**src/rtl/i2c_master_byte_engine_macros.svh**
```systemverilog
// ----------------------------------------------------------------------------
// I2C master byte engine assertion macros
// Shared concurrent assertion forms for the byte engine RTL.
// ----------------------------------------------------------------------------
`ifndef I2C_MASTER_BYTE_ENGINE_MACROS_SVH
`define I2C_MASTER_BYTE_ENGINE_MACROS_SVH

// Holds at every clock edge outside reset.
`define MBE_ASSERT_ALWAYS(label, clk, rst_n, cond) \
    label: assert property (@(posedge clk) disable iff (!rst_n) (cond)) \
        else $error("byte engine invariant violated");

// Antecedent implies consequent in the same cycle.
`define MBE_ASSERT_IMPLIES(label, clk, rst_n, ante, cons) \
    label: assert property (@(posedge clk) disable iff (!rst_n) (ante) |-> (cons)) \
        else $error("byte engine implication violated");

// Antecedent implies consequent in the next cycle.
`define MBE_ASSERT_NEXT(label, clk, rst_n, ante, cons) \
    label: assert property (@(posedge clk) disable iff (!rst_n) (ante) |=> (cons)) \
        else $error("byte engine sequence violated");

`endif

```
**src/rtl/i2c_mbe_pkg.sv**
```systemverilog
// ----------------------------------------------------------------------------
// I2C master byte engine package
// Operation codes, phase numbers and hold times shared by the engine RTL.
// ----------------------------------------------------------------------------
package i2c_mbe_pkg;

    // Command operation codes.
    typedef enum logic [1:0] {
        OP_START = 2'd0,
        OP_STOP  = 2'd1,
        OP_WRITE = 2'd2,
        OP_READ  = 2'd3
    } op_t;

    typedef logic [3:0] phase_t;
    typedef logic [2:0] tick_t;
    typedef logic [3:0] bit_cnt_t;

    // Phase numbers: idle plus the seven segment steps.
    localparam phase_t PH_IDLE = 4'd0;
    localparam phase_t PH_S1   = 4'd1;
    localparam phase_t PH_S2   = 4'd2;
    localparam phase_t PH_S3   = 4'd3;
    localparam phase_t PH_S4   = 4'd4;
    localparam phase_t PH_S5   = 4'd5;
    localparam phase_t PH_S6   = 4'd6;
    localparam phase_t PH_S7   = 4'd7;

    // Segment hold times in ticks.
    localparam tick_t HOLD_SHORT = 3'd2;
    localparam tick_t HOLD_MID   = 3'd3;
    localparam tick_t HOLD_LONG  = 3'd5;

    // Bits per byte.
    localparam bit_cnt_t BITS_PER_BYTE = 4'd8;

    // Beat widths.
    localparam int IN_W  = 16;
    localparam int OUT_W = 16;

    // Final phase of each operation.
    function automatic phase_t last_phase(input op_t op);
        phase_t p;
        case (op)
            OP_START: p = PH_S4;
            OP_STOP:  p = PH_S3;
            default:  p = PH_S7;
        endcase
        return p;
    endfunction

endpackage

```
**src/rtl/i2c_master_byte_engine.sv**
```systemverilog
// The segment sequencer updates once per accepted beat, whose result beat is
// offered in the next cycle. Throughput: one tick beat per cycle unless stalled.
// A command runs 9 (stop), 12 (start), 93 (write) or 96 (read) tick beats.
// Reset: SCL and SDA released, engine idle, read byte and ACK flag cleared,
// no result beat pending.
// ----------------------------------------------------------------------------
// I2C master byte engine
// Plays start, stop, write and read commands onto open-drain SCL/SDA as
// fixed segments, one microsecond tick per input beat, one result per beat.
// ----------------------------------------------------------------------------
`include "i2c_master_byte_engine_macros.svh"

module i2c_master_byte_engine (
    input  logic                          clk,
    input  logic                          rst_n,
    // tdata: cmd_valid[0], operation[2:1], data_byte[10:3], send_ack[11],
    //        sda_in[12], zero fill [15:13]
    input  logic [i2c_mbe_pkg::IN_W-1:0]  s_axis_tdata,
    input  logic                          s_axis_tvalid,
    output logic                          s_axis_tready,
    // tdata: scl_out[0], sda_out[1], busy_res[2], done_res[3],
    //        ack_received[4], read_data[12:5], zero fill [15:13]
    output logic [i2c_mbe_pkg::OUT_W-1:0] m_axis_tdata,
    output logic                          m_axis_tvalid,
    input  logic                          m_axis_tready
);
    import i2c_mbe_pkg::*;

    // Input beat fields.
    logic       cmd_valid;
    op_t        operation;
    logic [7:0] data_byte;
    logic       send_ack;
    logic       sda_in;
    logic       accept;

    // Engine state.
    phase_t     phase_reg, phase_next;
    tick_t      tick_count_reg, tick_count_next;
    bit_cnt_t   bit_count_reg, bit_count_next;
    logic [7:0] shift_reg, shift_next;
    op_t        current_op_reg, current_op_next;
    logic       ack_to_send_reg, ack_to_send_next;
    logic       ack_seen_reg, ack_seen_next;
    logic       scl_level_reg, scl_level_next;
    logic       sda_level_reg, sda_level_next;
    logic [7:0] last_read_reg, last_read_next;

    // Result register.
    logic [OUT_W-1:0] m_tdata_reg, m_tdata_next;
    logic             m_tvalid_reg;

    // Per-tick working values.
    logic   busy;
    logic   done;
    logic   do_enter;
    phase_t step;
    tick_t  hold;

    assign cmd_valid = s_axis_tdata[0];
    assign operation = op_t'(s_axis_tdata[2:1]);
    assign data_byte = s_axis_tdata[10:3];
    assign send_ack  = s_axis_tdata[11];
    assign sda_in    = s_axis_tdata[12];

    // A new tick is taken whenever the result register is free or draining.
    assign s_axis_tready = !m_tvalid_reg || m_axis_tready;
    assign accept        = s_axis_tvalid && s_axis_tready;
    assign m_axis_tdata  = m_tdata_reg;
    assign m_axis_tvalid = m_tvalid_reg;

    // Segment sequencer: one tick of work per accepted beat.
    always_comb
    begin
        phase_next       = phase_reg;
        tick_count_next  = tick_count_reg;
        bit_count_next   = bit_count_reg;
        shift_next       = shift_reg;
        current_op_next  = current_op_reg;
        ack_to_send_next = ack_to_send_reg;
        ack_seen_next    = ack_seen_reg;
        scl_level_next   = scl_level_reg;
        sda_level_next   = sda_level_reg;
        last_read_next   = last_read_reg;
        busy             = 1'b0;
        done             = 1'b0;
        do_enter         = 1'b0;
        step             = phase_reg;
        hold             = HOLD_MID;

        if (phase_reg == PH_IDLE)
        begin
            // Idle: load a new command and enter its first segment.
            if (cmd_valid)
            begin
                current_op_next  = operation;
                ack_to_send_next = send_ack;
                bit_count_next   = '0;
                shift_next       = (operation == OP_WRITE) ? data_byte : 8'h00;
                step             = PH_S1;
                do_enter         = 1'b1;
                busy             = 1'b1;
            end
        end
        else
        begin
            busy = 1'b1;
            if (tick_count_reg != '0)
            begin
                tick_count_next = tick_count_reg - 3'd1;
            end
            else
            begin
                // Hold expired: choose the next segment, looping per bit.
                do_enter = 1'b1;
                if (current_op_reg == OP_WRITE && phase_reg == PH_S3)
                begin
                    bit_count_next = bit_count_reg + 4'd1;
                    step = (bit_count_next < BITS_PER_BYTE) ? PH_S1 : PH_S4;
                end
                else if (current_op_reg == OP_READ && phase_reg == PH_S4)
                begin
                    bit_count_next = bit_count_reg + 4'd1;
                    step = (bit_count_next < BITS_PER_BYTE) ? PH_S2 : PH_S5;
                end
                else
                begin
                    step = phase_reg + 4'd1;
                end
            end
        end

        // Apply the entered segment's line levels and hold time.
        if (do_enter)
        begin
            phase_next = step;
            case (current_op_next)
                OP_START:
                begin
                    case (step)
                        PH_S1:   scl_level_next = 1'b1;
                        PH_S2:   sda_level_next = 1'b1;
                        PH_S3:   sda_level_next = 1'b0;
                        default: scl_level_next = 1'b0;
                    endcase
                end
                OP_STOP:
                begin
                    case (step)
                        PH_S1:   sda_level_next = 1'b0;
                        PH_S2:   scl_level_next = 1'b1;
                        default: sda_level_next = 1'b1;
                    endcase
                end
                OP_WRITE:
                begin
                    case (step)
                        PH_S1: sda_level_next = shift_next[7];
                        PH_S2:
                        begin
                            scl_level_next = 1'b1;
                            hold           = HOLD_LONG;
                        end
                        PH_S3:
                        begin
                            scl_level_next = 1'b0;
                            hold           = HOLD_SHORT;
                            shift_next     = {shift_next[6:0], 1'b0};
                        end
                        PH_S4: sda_level_next = 1'b1;
                        PH_S5: scl_level_next = 1'b1;
                        PH_S6:
                        begin
                            ack_seen_next = ~sda_in;
                            hold          = HOLD_SHORT;
                        end
                        default:
                        begin
                            scl_level_next = 1'b0;
                            hold           = HOLD_LONG;
                        end
                    endcase
                end
                default:
                begin
                    case (step)
                        PH_S1: sda_level_next = 1'b1;
                        PH_S2: scl_level_next = 1'b1;
                        PH_S3:
                        begin
                            shift_next = {shift_next[6:0], sda_in};
                            hold       = HOLD_SHORT;
                        end
                        PH_S4:
                        begin
                            scl_level_next = 1'b0;
                            hold           = HOLD_LONG;
                        end
                        PH_S5:
                        begin
                            last_read_next = shift_next;
                            sda_level_next = ~ack_to_send_next;
                        end
                        PH_S6:
                        begin
                            scl_level_next = 1'b1;
                            hold           = HOLD_LONG;
                        end
                        default:
                        begin
                            scl_level_next = 1'b0;
                            hold           = HOLD_LONG;
                        end
                    endcase
                end
            endcase
            tick_count_next = hold - 3'd1;
        end

        // Final tick of the last segment ends the command.
        if (busy && tick_count_next == '0 && phase_next >= last_phase(current_op_next))
        begin
            done       = 1'b1;
            phase_next = PH_IDLE;
        end

        m_tdata_next = {3'b000, last_read_next, ack_seen_next, done, busy,
                        sda_level_next, scl_level_next};
    end

    // Engine state registers, updated once per accepted beat.
    always_ff @(posedge clk or negedge rst_n)
    begin
        if (!rst_n)
        begin
            phase_reg       <= PH_IDLE;
            tick_count_reg  <= '0;
            bit_count_reg   <= '0;
            shift_reg       <= '0;
            current_op_reg  <= OP_START;
            ack_to_send_reg <= 1'b0;
            ack_seen_reg    <= 1'b0;
            scl_level_reg   <= 1'b1;
            sda_level_reg   <= 1'b1;
            last_read_reg   <= '0;
        end
        else if (accept)
        begin
            phase_reg       <= phase_next;
            tick_count_reg  <= tick_count_next;
            bit_count_reg   <= bit_count_next;
            shift_reg       <= shift_next;
            current_op_reg  <= current_op_next;
            ack_to_send_reg <= ack_to_send_next;
            ack_seen_reg    <= ack_seen_next;
            scl_level_reg   <= scl_level_next;
            sda_level_reg   <= sda_level_next;
            last_read_reg   <= last_read_next;
        end
    end

    // Result beat valid flag.
    always_ff @(posedge clk or negedge rst_n)
    begin
        if (!rst_n)
        begin
            m_tvalid_reg <= 1'b0;
        end
        else if (s_axis_tready)
        begin
            m_tvalid_reg <= s_axis_tvalid;
        end
    end

    // Result beat payload.
    always_ff @(posedge clk)
    begin
        if (accept)
        begin
            m_tdata_reg <= m_tdata_next;
        end
    end

    // Idle engine always has its hold counter drained.
    `MBE_ASSERT_IMPLIES(a_idle_tick_zero, clk, rst_n,
        phase_reg == PH_IDLE, tick_count_reg == '0)
    // The bit loop never runs past one byte.
    `MBE_ASSERT_ALWAYS(a_bit_count_range, clk, rst_n, bit_count_reg <= BITS_PER_BYTE)
    // A done beat is always a busy beat.
    `MBE_ASSERT_IMPLIES(a_done_busy, clk, rst_n,
        m_tvalid_reg && m_tdata_reg[3], m_tdata_reg[2])
    // Accepting a beat that ends a command leaves the engine idle.
    `MBE_ASSERT_NEXT(a_done_idle, clk, rst_n,
        accept && done, phase_reg == PH_IDLE)

endmodule

```
**config.mk**
```make
export PLATFORM = sky130hd
export DESIGN_NAME = i2c_master_byte_engine
export DESIGN_NICKNAME = d
export VERILOG_FILES = /design/src/rtl/i2c_mbe_pkg.sv /design/src/rtl/i2c_master_byte_engine.sv
export VERILOG_INCLUDE_DIRS = /design/src /design/src/rtl
export SDC_FILE = /design/constraint.sdc
export NUM_CORES = 1
export LEC_CHECK = 0
export BUFFER_PORTS_ARGS = -buffer_cell sky130_fd_sc_hd__buf_2
export CAP_MARGIN = 20
export CORE_ASPECT_RATIO = 1.2
export CORE_MARGIN = 5
export CORE_UTILIZATION = 37
export CTS_CLUSTER_DIAMETER = 60
export DETAILED_ROUTE_END_ITERATION = 8
export SYNTH_ARGS = -nofsm -noshare
export SYNTH_HDL_FRONTEND = slang
export SYNTH_SLANG_ARGS = --single-unit
export TNS_END_PERCENT = 5
```
**constraint.sdc**
```tcl
create_clock -name clk -period 9.1 [get_ports clk]
set_input_delay 0.91 -clock clk [delete_from_list [all_inputs] [get_ports clk]]
set_output_delay 0.91 -clock clk [all_outputs]
set_load 0.01 [all_outputs]
```
==> flow_summary.json, run 1 <==
{
  "status": "complete, no violations",
  "timing.final.crit_share_pct": 48.5,
  "htree_levels": 2,
  "grt_use_total_pct": 14.7,
  "cts-root-buf": "clkbuf_8",
  "worstSkewPairLatency_ps": 310,
  "synth.area.top_cells": "dfrtp_1 25%, edfxtp_1 12%, mux2_2 7.1%, nand2_1 6.3%, ha_1 3.6%",
  "synth_seq_area_share_pct": 39.2,
  "internal-power_uw": 592,
  "fmax_mhz": 227,
  "antenna_found_initial": 0,
  "post_cts_buffers": 0,
  "grt_pass1_wl_um": 12500,
  "hold_buffers": 0,
  "die_w_um": 94.5,
  "dr.pass1.iters": 4,
  "dp_slack_ps": 4470,
  "layout-drive-gt1-share_pct": 28.9,
  "portBuffers": 31,
  "diodes": 0,
  "finalInstanceArea_mm2": 0.00350,
  "wl_met2_um": 3880,
  "die_h_um": 111,
  "wl_met1_um": 3080,
  "criticalPathCategory": "flip-flop to flip-flop",
  "power_frac_seq_pct": 29.0,
  "path_buf_inv": 2,
  "place_inst": 457,
  "area_growth_pct": 10.4,
  "wl_met3_um": 258,
  "place_area_mm2": 0.00338,
  "finalHoldViolCount": 0,
  "rsz0062_at_grt": "no",
  "netlist_area_mm2": 0.00317,
  "swShare_pct": 48.9,
  "power_leakage_nw": 1.48,
  "via_count": 2464,
  "num_rows": 37,
  "setup-violations-final": 0,
  "layout.cells.non_filler": 466,
  "required_ps": 9140,
  "start_util_pct": 37.4,
  "grt_pass1_vias": 2557,
  "drcViolationCount": 0,
  "setup-tns-final_ps": 0,
  "core_mm2": 0.00847,
  "vias_per_cell": 5.29,
  "synth_edf_count": 13,
  "wl_per_cell_um": 15.8,
  "p_sw_uw": 565,
  "yosysTopAreaCellShare_pct": 25.2,
  "vdd_drop_max_v": 0.000165,
  "cts_tree": "done",
  "max_slew_margin_pct": 40.7,
  "path_depth": 14,
  "max_cap_violations": 0,
  "yosys.area.top_type": "dfrtp_1",
  "clock_path_buffers": 2,
  "drv_slew": 0,
  "cts_num_sinks": 47,
  "reg2reg_depth": 14,
  "cpMostUsedCell": "ha_1",
  "whs_path_depth": 2,
  "cpPeakStageDelay_ps": 810,
  "ys_ff_latch": 47,
  "crit_family": "simple AND/OR/NAND/NOR gates",
  "fin_crit_ps": 4410,
  "largest_reg_flops": 13,
  "async_reset_ff_share_pct": 72.3,
  "grt-ovfl-total": 0,
  "worst_slack_ps": 4690,
  "ys_types": 77,
  "crit_path_top_delay_cell": "and4bb_1",
  "startpoint_type": "flip-flop",
  "path_cells": "inv_1 -> ha_1 -> and4bb_1 -> nor4_2 -> a21oi_1 -> o31ai_2 -> buf_4 -> and2_1 -> a21oi_2 -> nor3_1 -> ha_1 -> nor2_1 -> or4_1 -> a2111oi_4",
  "skew_ps": 12.1,
  "clock_power_share_pct": 12.1,
  "combPwrFrac_pct": 58.9,
  "synth_flop_cell": "dfrtp_1",
  "avgSynthCellArea_um2": 9.91,
  "grt_max_degree": 35,
  "first_iter_violations": 131,
  "ant_nets": 0,
  "cts_resized": 0,
  "place_congestion": 0.859,
  "wirelength_um": 7380,
  "worstMarginPinSlew_ps": 889,
  "clk_pin_slew_ps": 110,
  "die_area_mm2": 0.0105,
  "end_kind": "flip-flop",
  "top_layer": "met4",
  "synth_cells": 320,
  "yosys_warnings": 0,
  "worstPathArrival_ps": 4450,
  "ioPinCount": 38,
  "layout.nets": 377,
  "crit_fanout": 18,
  "p_per_area_mw_per_mm2": 330,
  "hpwl_um": 5330,
  "hold_path_class": "flip-flop to flip-flop",
  "cts_inserted_buffers": 5
}
[worst register-to-register path, stage by stage (launching register included)]
cell and delay (ps):
dfrtp_1 510, inv_1 100, ha_1 220, and4bb_1 810, nor4_2 120, a21oi_1 220, o31ai_2 90, buf_4 200
and2_1 180, a21oi_2 190, nor3_1 100, ha_1 280, nor2_1 50, or4_1 520, a2111oi_4 560
[per-stage QoR]
stage	hold slack, ps	utilization (%)	power (mW)
4_1_cts	501	41.0	1.16
6_report	493	41.3	1.16
3_5_place_dp	476	39.9	1.01
2_1_floorplan	450	-	0.884
3_3_place_gp	461	39.9	0.999
5_1_grt	536	41.3	1.25
[layout make-up]
class	count	area, um2
clock buffer	5	68.8
clock inverter	3	27.5
fill	845	4970
inverter	10	37.5
multi-input combinational	250	1780
sequential	47	1240
tap	117	146
timing repair buffer	34	198
[Yosys cell counts (3+ instances only)]
cell type / number
o22ai_1: 3
ha_1: 9
nand2b_1: 4
nand3_1: 9
dfrtp_1: 32
mux2_2: 20
and3_1: 4
buf_2: 3
o21ai_0: 11
buf_4: 3
nand2_1: 53
buf_6: 4
mux2i_1: 9
nor3_1: 8
a31oi_1: 7
o21ai_2: 3
inv_1: 7
nor2b_1: 3
nor2_1: 22
clkbuf_1: 3
edfxtp_1: 13
and2_1: 4
o31ai_2: 3
o31ai_1: 4
o21ai_1: 5
a21oi_1: 10
[placed cells by master, fill, tap and decap left out, drive strengths merged, types with 2 or more instances in the layout]
cell type and count:
a211o 2, and2 6, nor2b 3, nand2b 4, nor3 8, buf 34
o31ai 7, and3 4, o22ai 4, o21ai 19, clkbuf 5, and2b 2
a21oi 12, edfxtp 13, xor2 2, or2 2, a22oi 2, o41a 2
a21o 2, nor2 25, inv 11, a31oi 7, conb 3, a211oi 3
a2111oi 2, nand2 55, nand3b 2, ha 9, o211ai 3, mux2i 9
mux2 20, xnor2 3, dfstp 2, dfrtp 32, a41oi 2, nand3 11
[path summary, 6_finish.rpt]
path                               from               end  slack [ps]
hold / removal             shift_reg[5]      shift_reg[5]         490
hold reg to reg            shift_reg[5]      shift_reg[5]         490
setup / recovery           phase_reg[0]   m_axis_tdata[3]        4690
min in group asynchronous         rst_n  last_read_reg[1]         680
max in group asynchronous         rst_n     m_axis_tvalid        7920
setup reg to reg           phase_reg[0]   m_axis_tdata[3]        4690
[routing by layer]
layer,track usage [%],vias to the layer above
met5,0,-
li1,-,1209
met2,25.5,57
met1,18.2,1185
met4,5.20,0
met3,2.43,13
[cell families after synthesis]
group / after synthesis / share of synthesized area, %
and+or+nand+nor: 129 / 21.2
AOI/OAI and AO/OA: 75 / 19.0
DFF: 47 / 39.2
muxes: 29 / 9.94
buffers and inverters: 25 / 4.89
adders and majority gates: 9 / 3.55
xor gates and xnor gates: 5 / 2.09
other: 1 / 0.118
[power groups by stage]
stage               registers, mW  clock network, mW  logic, mW
floorplan                   0.323                  0      0.562
global placement            0.337                  0      0.661
detailed placement          0.339                  0      0.672
CTS                         0.335              0.143      0.679
global route                0.344              0.151      0.759
finish                      0.336              0.140      0.681
No activity file was read; power rests on OpenSTA's default activity.
==> inputs of run 2 (changes only) <==
Clock period 9.1 ns to 3.83 ns, I/O delays scaled along.
==> run 2 against run 1 <==
  * Wire length increased by 1.8%
  * Fmax up 21%
  * Global-route usage increased by 0.50 points
  * Non-clock buffer count grew 15
  * Total power rose to 2.5 times the previous value
  * Largest cell class unchanged
  * Largest power group unchanged
  * Worst setup slack worse by 4500 ps
  * Via count rose by 3.4%
  * Die area unchanged
  * Clock skew is 8.8 ps lower
==> flow_summary.json, run 2 (synthesized netlist as in run 1, its figures left out) <==
{
  "mostFrequentLayoutCells": "53 x nand2_1, 32 x dfrtp_1, 31 x buf_2",
  "layout-drive-gt1-share_pct": 32.7,
  "end_kind": "flip-flop",
  "grt_use_total_pct": 15.2,
  "skew_ps": 3.24,
  "path_cells": "inv_1 -> ha_2 -> or2b_4 -> or2_0 -> o22ai_1 -> o31ai_2 -> buf_4 -> a211oi_2 -> o21ai_2 -> ha_1 -> nor2_1 -> or4_1 -> a2111oi_4 -> buf_6 -> o31ai_2",
  "place_inst": 470,
  "worstSkewPairLatency_ps": 310,
  "die_area_mm2": 0.0105,
  "cpMostUsedCell": "o31ai_2",
  "power_frac_seq_pct": 27.3,
  "multi_input_area_mm2": 0.00179,
  "drcViolationCount": 0,
  "fmax_mhz": 274,
  "cts_num_sinks": 47,
  "criticalPathCategory": "flip-flop to flip-flop",
  "via_count": 2549,
  "required_ps": 4020,
  "ioPinCount": 38,
  "timing.final.crit_share_pct": 95.4,
  "max_slew_margin_pct": 44.8,
  "cts_tree": "done",
  "max_cap_violations": 0,
  "core_mm2": 0.00847,
  "status": "complete, no violations",
  "cpPeakStageDelay_ps": 510,
  "crit_fanout": 8,
  "diodes": 0,
  "num_rows": 37,
  "swShare_pct": 46.7,
  "path_buf_inv": 3,
  "vdd_drop_max_v": 0.000346,
  "rsz0062_at_grt": "no",
  "worstPathArrival_ps": 3840,
  "first_iter_violations": 77,
  "ant_nets": 0,
  "layout.cells.non_filler": 481,
  "hold_buffers": 0,
  "die_h_um": 111,
  "cts_inserted_buffers": 5,
  "die_w_um": 94.5,
  "portBuffers": 31,
  "grt_max_degree": 35,
  "crit_path_top_delay_cell": "or4_1",
  "place_congestion": 0.874,
  "cts-root-buf": "clkbuf_8",
  "nFillCells": 816,
  "layout_commonest_cell": "nand2_1",
  "dr.pass1.iters": 4,
  "vias_per_cell": 5.30,
  "grt-ovfl-total": 0,
  "startpoint_type": "flip-flop",
  "layout.nets": 392,
  "internal-power_mw": 1.54,
  "area_growth_pct": 13.5,
  "largest_reg_flops": 13,
  "finalHoldViolCount": 0,
  "seq_area_mm2": 0.00124,
  "fin_crit_ps": 3650,
  "setup-violations-final": 0,
  "wirelength_um": 7510,
  "setup-tns-final_ps": 0,
  "grt_pass1_wl_um": 12700,
  "start_util_pct": 37.4,
  "clock_power_share_pct": 10.9,
  "p_per_area_mw_per_mm2": 806,
  "clock_path_buffers": 2,
  "clk_pin_slew_ps": 90,
  "hold_path_class": "input port to asynchronous set/reset pin",
  "grt_pass1_vias": 2667,
  "hpwl_um": 5690,
  "wl_per_cell_um": 15.6,
  "crit_family": "simple AND/OR/NAND/NOR gates",
  "htree_levels": 2,
  "worstMarginPinSlew_ps": 828,
  "p_sw_mw": 1.36,
  "combPwrFrac_pct": 61.8,
  "drv_slew": 0,
  "power_leakage_nw": 1.55,
  "antenna_found_initial": 0
}
-- run 2: worst paths after layout --
kind	start	to	slack, ps	depth (start not counted)
setup / recovery	phase_reg[1]	phase_reg[3]	180	15
setup reg to reg	phase_reg[1]	phase_reg[3]	180	15
min in group clk	s_axis_tvalid	m_axis_tvalid	280	2
max in group asynchronous	rst_n	ack_to_send_reg	3150	1
hold / removal	rst_n	last_read_reg[7]	170	1
hold reg to reg	shift_reg[3]	shift_reg[3]	500	2
-- run 2: timing repair --
| action | CTS | global route |
|---|---|---|
| setup buffers | 0 | 3 |
| endpoints found under the setup margin | 0 | 5 |
| resized for setup | 0 | 5 |
-- run 2: power by group through the flow --
| stage | combinational, mW | clock, mW | sequential, mW |
|---|---|---|---|
| floorplan | 1.33 | 0 | 0.767 |
| global placement | 1.70 | 0 | 0.795 |
| detailed placement | 1.73 | 0 | 0.801 |
| CTS | 1.73 | 0.327 | 0.791 |
| global route | 1.98 | 0.344 | 0.813 |
| finish | 1.79 | 0.315 | 0.792 |
-- run 2: per-layer routing --
layer / GRT usage, % / routed length (um) / vias to the layer above
met1: 17.5 / 3000 / 1222
met3: 3.04 / 323 / 22
met2: 25.6 / 3870 / 72
met4: 9.14 / 311 / 0
met5: 0 / 0 / -
li1: - / - / 1233
-- run 2: final cells by class --
cell class	instances	area share, %
Timing Repair Buffer	49	8.17
Clock inverter	3	0.522
Clock buffer	5	1.91
Tap cell	117	4.07
Inverter	10	1.04
Sequential cell	47	34.6
Multi-Input combinational cell	250	49.7
-- run 2: worst reg2reg max path, delay by kind of cell (launching register included) --
| kind | cells | cell delay [ps] |
|---|---|---|
| adder cells (fa/ha/maj) | 2 | 500 |
| AO/OA/AOI/OAI | 6 | 1030 |
| flip-flops | 1 | 410 |
| buffers and inverters | 3 | 490 |
| AND/OR/NAND/NOR | 4 | 1100 |
-- run 2: metrics by stage --
stage | hold slack (ps) | util [%] | setup WS, ps | power [mW] | instance area, um2
detailed placement | 483 | 41.0 | 78.8 | 2.53 | 3480
global placement | 462 | 41.0 | 140 | 2.50 | 3480
global route | 223 | 42.5 | 11.2 | 3.14 | 3600
floorplan | 87.4 | - | 325 | 2.10 | 3180
CTS | 183 | 42.1 | 67.4 | 2.85 | 3560
finish | 166 | 42.5 | 176 | 2.90 | 3600
==> inputs of run 3 (changes only) <==
Settings changed: CORE_MARGIN 5 to 2.
==> run 3 against run 2 <==
  * Wire length fell by 1.8%
  * Critical path type unchanged
  * Via count fell by 1.6%
  * Non-clock buffer count fell by 3
  * Highest routed layer unchanged
  * Critical endpoint unchanged
  * Clock-buffer cell count did not move
  * Flip-flop and latch count did not move
  * Sequential share of layout area barely moved
  * Sequential power barely moved
==> flow_summary.json, run 3 (synthesized netlist as in run 1, its figures left out) <==
{
  "p_per_area_mw_per_mm2": 799,
  "rsz0062_at_grt": "no",
  "portBuffers": 31,
  "timing.final.crit_share_pct": 96.1,
  "die_area_mm2": 0.00933,
  "ant_nets": 0,
  "power_leakage_nw": 1.54,
  "crit_start": "phase_reg[0]",
  "diodes": 0,
  "hpwl_um": 5460,
  "antenna_found_initial": 0,
  "nFillCells": 830,
  "largest_reg_flops": 13,
  "fin_crit_ps": 3680,
  "cts_inserted_buffers": 5,
  "num_rows": 37,
  "ioPinCount": 38,
  "core_mm2": 0.00847,
  "criticalPathCategory": "flip-flop to flip-flop",
  "p_total_mw": 2.88,
  "path_buf_inv": 2,
  "end_kind": "flip-flop",
  "die_h_um": 105,
  "first_iter_violations": 96,
  "mostFrequentLayoutCells": "53 x nand2_1, 32 x dfrtp_1, 31 x buf_2",
  "hold_path_class": "input port to asynchronous set/reset pin",
  "final_util_pct": 42.5,
  "drcViolationCount": 0,
  "die_w_um": 88.5,
  "wl_per_cell_um": 15.4,
  "cts_num_sinks": 47,
  "finalHoldViolCount": 0,
  "worstPathArrival_ps": 3860,
  "grt_use_total_pct": 16.9,
  "seq_area_mm2": 0.00124,
  "clk_pin_slew_ps": 90,
  "crit_fanout": 7,
  "dr.pass1.iters": 4,
  "worstSkewPairLatency_ps": 310,
  "area_growth_pct": 13.5,
  "rr_startpoint": "phase_reg[0]",
  "worst_slack_ps": 149,
  "startpoint_type": "flip-flop",
  "layout-drive-gt1-share_pct": 32.1,
  "setup-violations-final": 0,
  "crit_path_top_delay_cell": "or4_1",
  "hold_buffers": 0,
  "worstMarginPinSlew_ps": 848,
  "skew_ps": 9.94,
  "grt-ovfl-total": 0,
  "start_util_pct": 37.4,
  "status": "complete, no violations",
  "htree_levels": 2,
  "grt_pass1_vias": 2520,
  "layout_commonest_cell": "nand2_1",
  "wirelength_um": 7370,
  "drv_slew": 0,
  "place_congestion": 0.883,
  "layout.nets": 389,
  "dp_slack_ps": 30.9,
  "multi_input_area_mm2": 0.00180,
  "grt_pass1_wl_um": 12200,
  "required_ps": 4010,
  "grt_max_degree": 35,
  "setup-tns-final_ps": 0,
  "max_slew_margin_pct": 43.5,
  "cpPeakStageDelay_ps": 520,
  "cts-root-buf": "clkbuf_8",
  "vias_per_cell": 5.25,
  "path_cells": "ha_1 -> nor3b_2 -> o21ai_2 -> a41oi_1 -> o31a_2 -> buf_4 -> a211oi_2 -> o21ai_2 -> ha_1 -> nor2_1 -> or4_1 -> a2111oi_4 -> buf_6 -> o31ai_2",
  "crit_family": "compound AO/OA/AOI/OAI gates",
  "vdd_drop_max_v": 0.000321,
  "max_cap_violations": 0,
  "clock_path_buffers": 2,
  "fmax_mhz": 272,
  "cts_tree": "done",
  "via_count": 2508
}
run 3: changes by cell type in the layout (fill, tap and decap cells not counted), sizes merged:
cell  delta
buf      -3
run 3: routing by layer:
metal	part of all wire [%]	vias up	routed length (um)	track usage (%)
met5	0	-	0	0
met3	2.6	9	192	2.35
li1	-	1233	-	-
met4	2.0	0	149	6.28
met2	52	45	3800	30.6
met1	44	1221	3230	19.7
run 3: area by class of cell:
cell class | instances | area share [%]
multi-input cells | 250 | 49.9
flip-flops and latches | 47 | 34.5
repair buffers | 46 | 7.89
well taps | 117 | 4.07
clock buffers | 5 | 1.91
inverters | 10 | 1.04
clock inverters | 3 | 0.626
run 3: per-stage QoR:
stage               cell area (um2)  hold slack [ps]  std cells
floorplan                      3180             87.4        322
global placement               3470              462        467
detailed placement             3470              479        467
CTS                            3560              205        475
global route                   3600              234        478
finish                         3600              175        478
run 3: timing repair:
action	in CTS	in global routing
buffers inserted	0	3
endpoints found under the setup margin	0	5
resized for setup	0	6
run 3: final timing paths:
kind	slack [ps]	cells after the start	end
worst max register to register	150	14	phase_reg[3]
min in group clk	280	2	m_axis_tvalid
worst max-delay path	150	14	phase_reg[3]
worst min register to register	490	2	shift_reg[5]
max in group asynchronous	3120	1	current_op_reg[1]
worst min-delay path	170	1	phase_reg[3]
run 3: power breakdown:
part	total [mW]	leakage, nW	internal, mW	switching, mW
clock network	0.317	0.0485	0.131	0.186
registers	0.789	0.570	0.666	0.122
logic	1.77	0.927	0.725	1.04
total	2.88	1.54	1.52	1.35
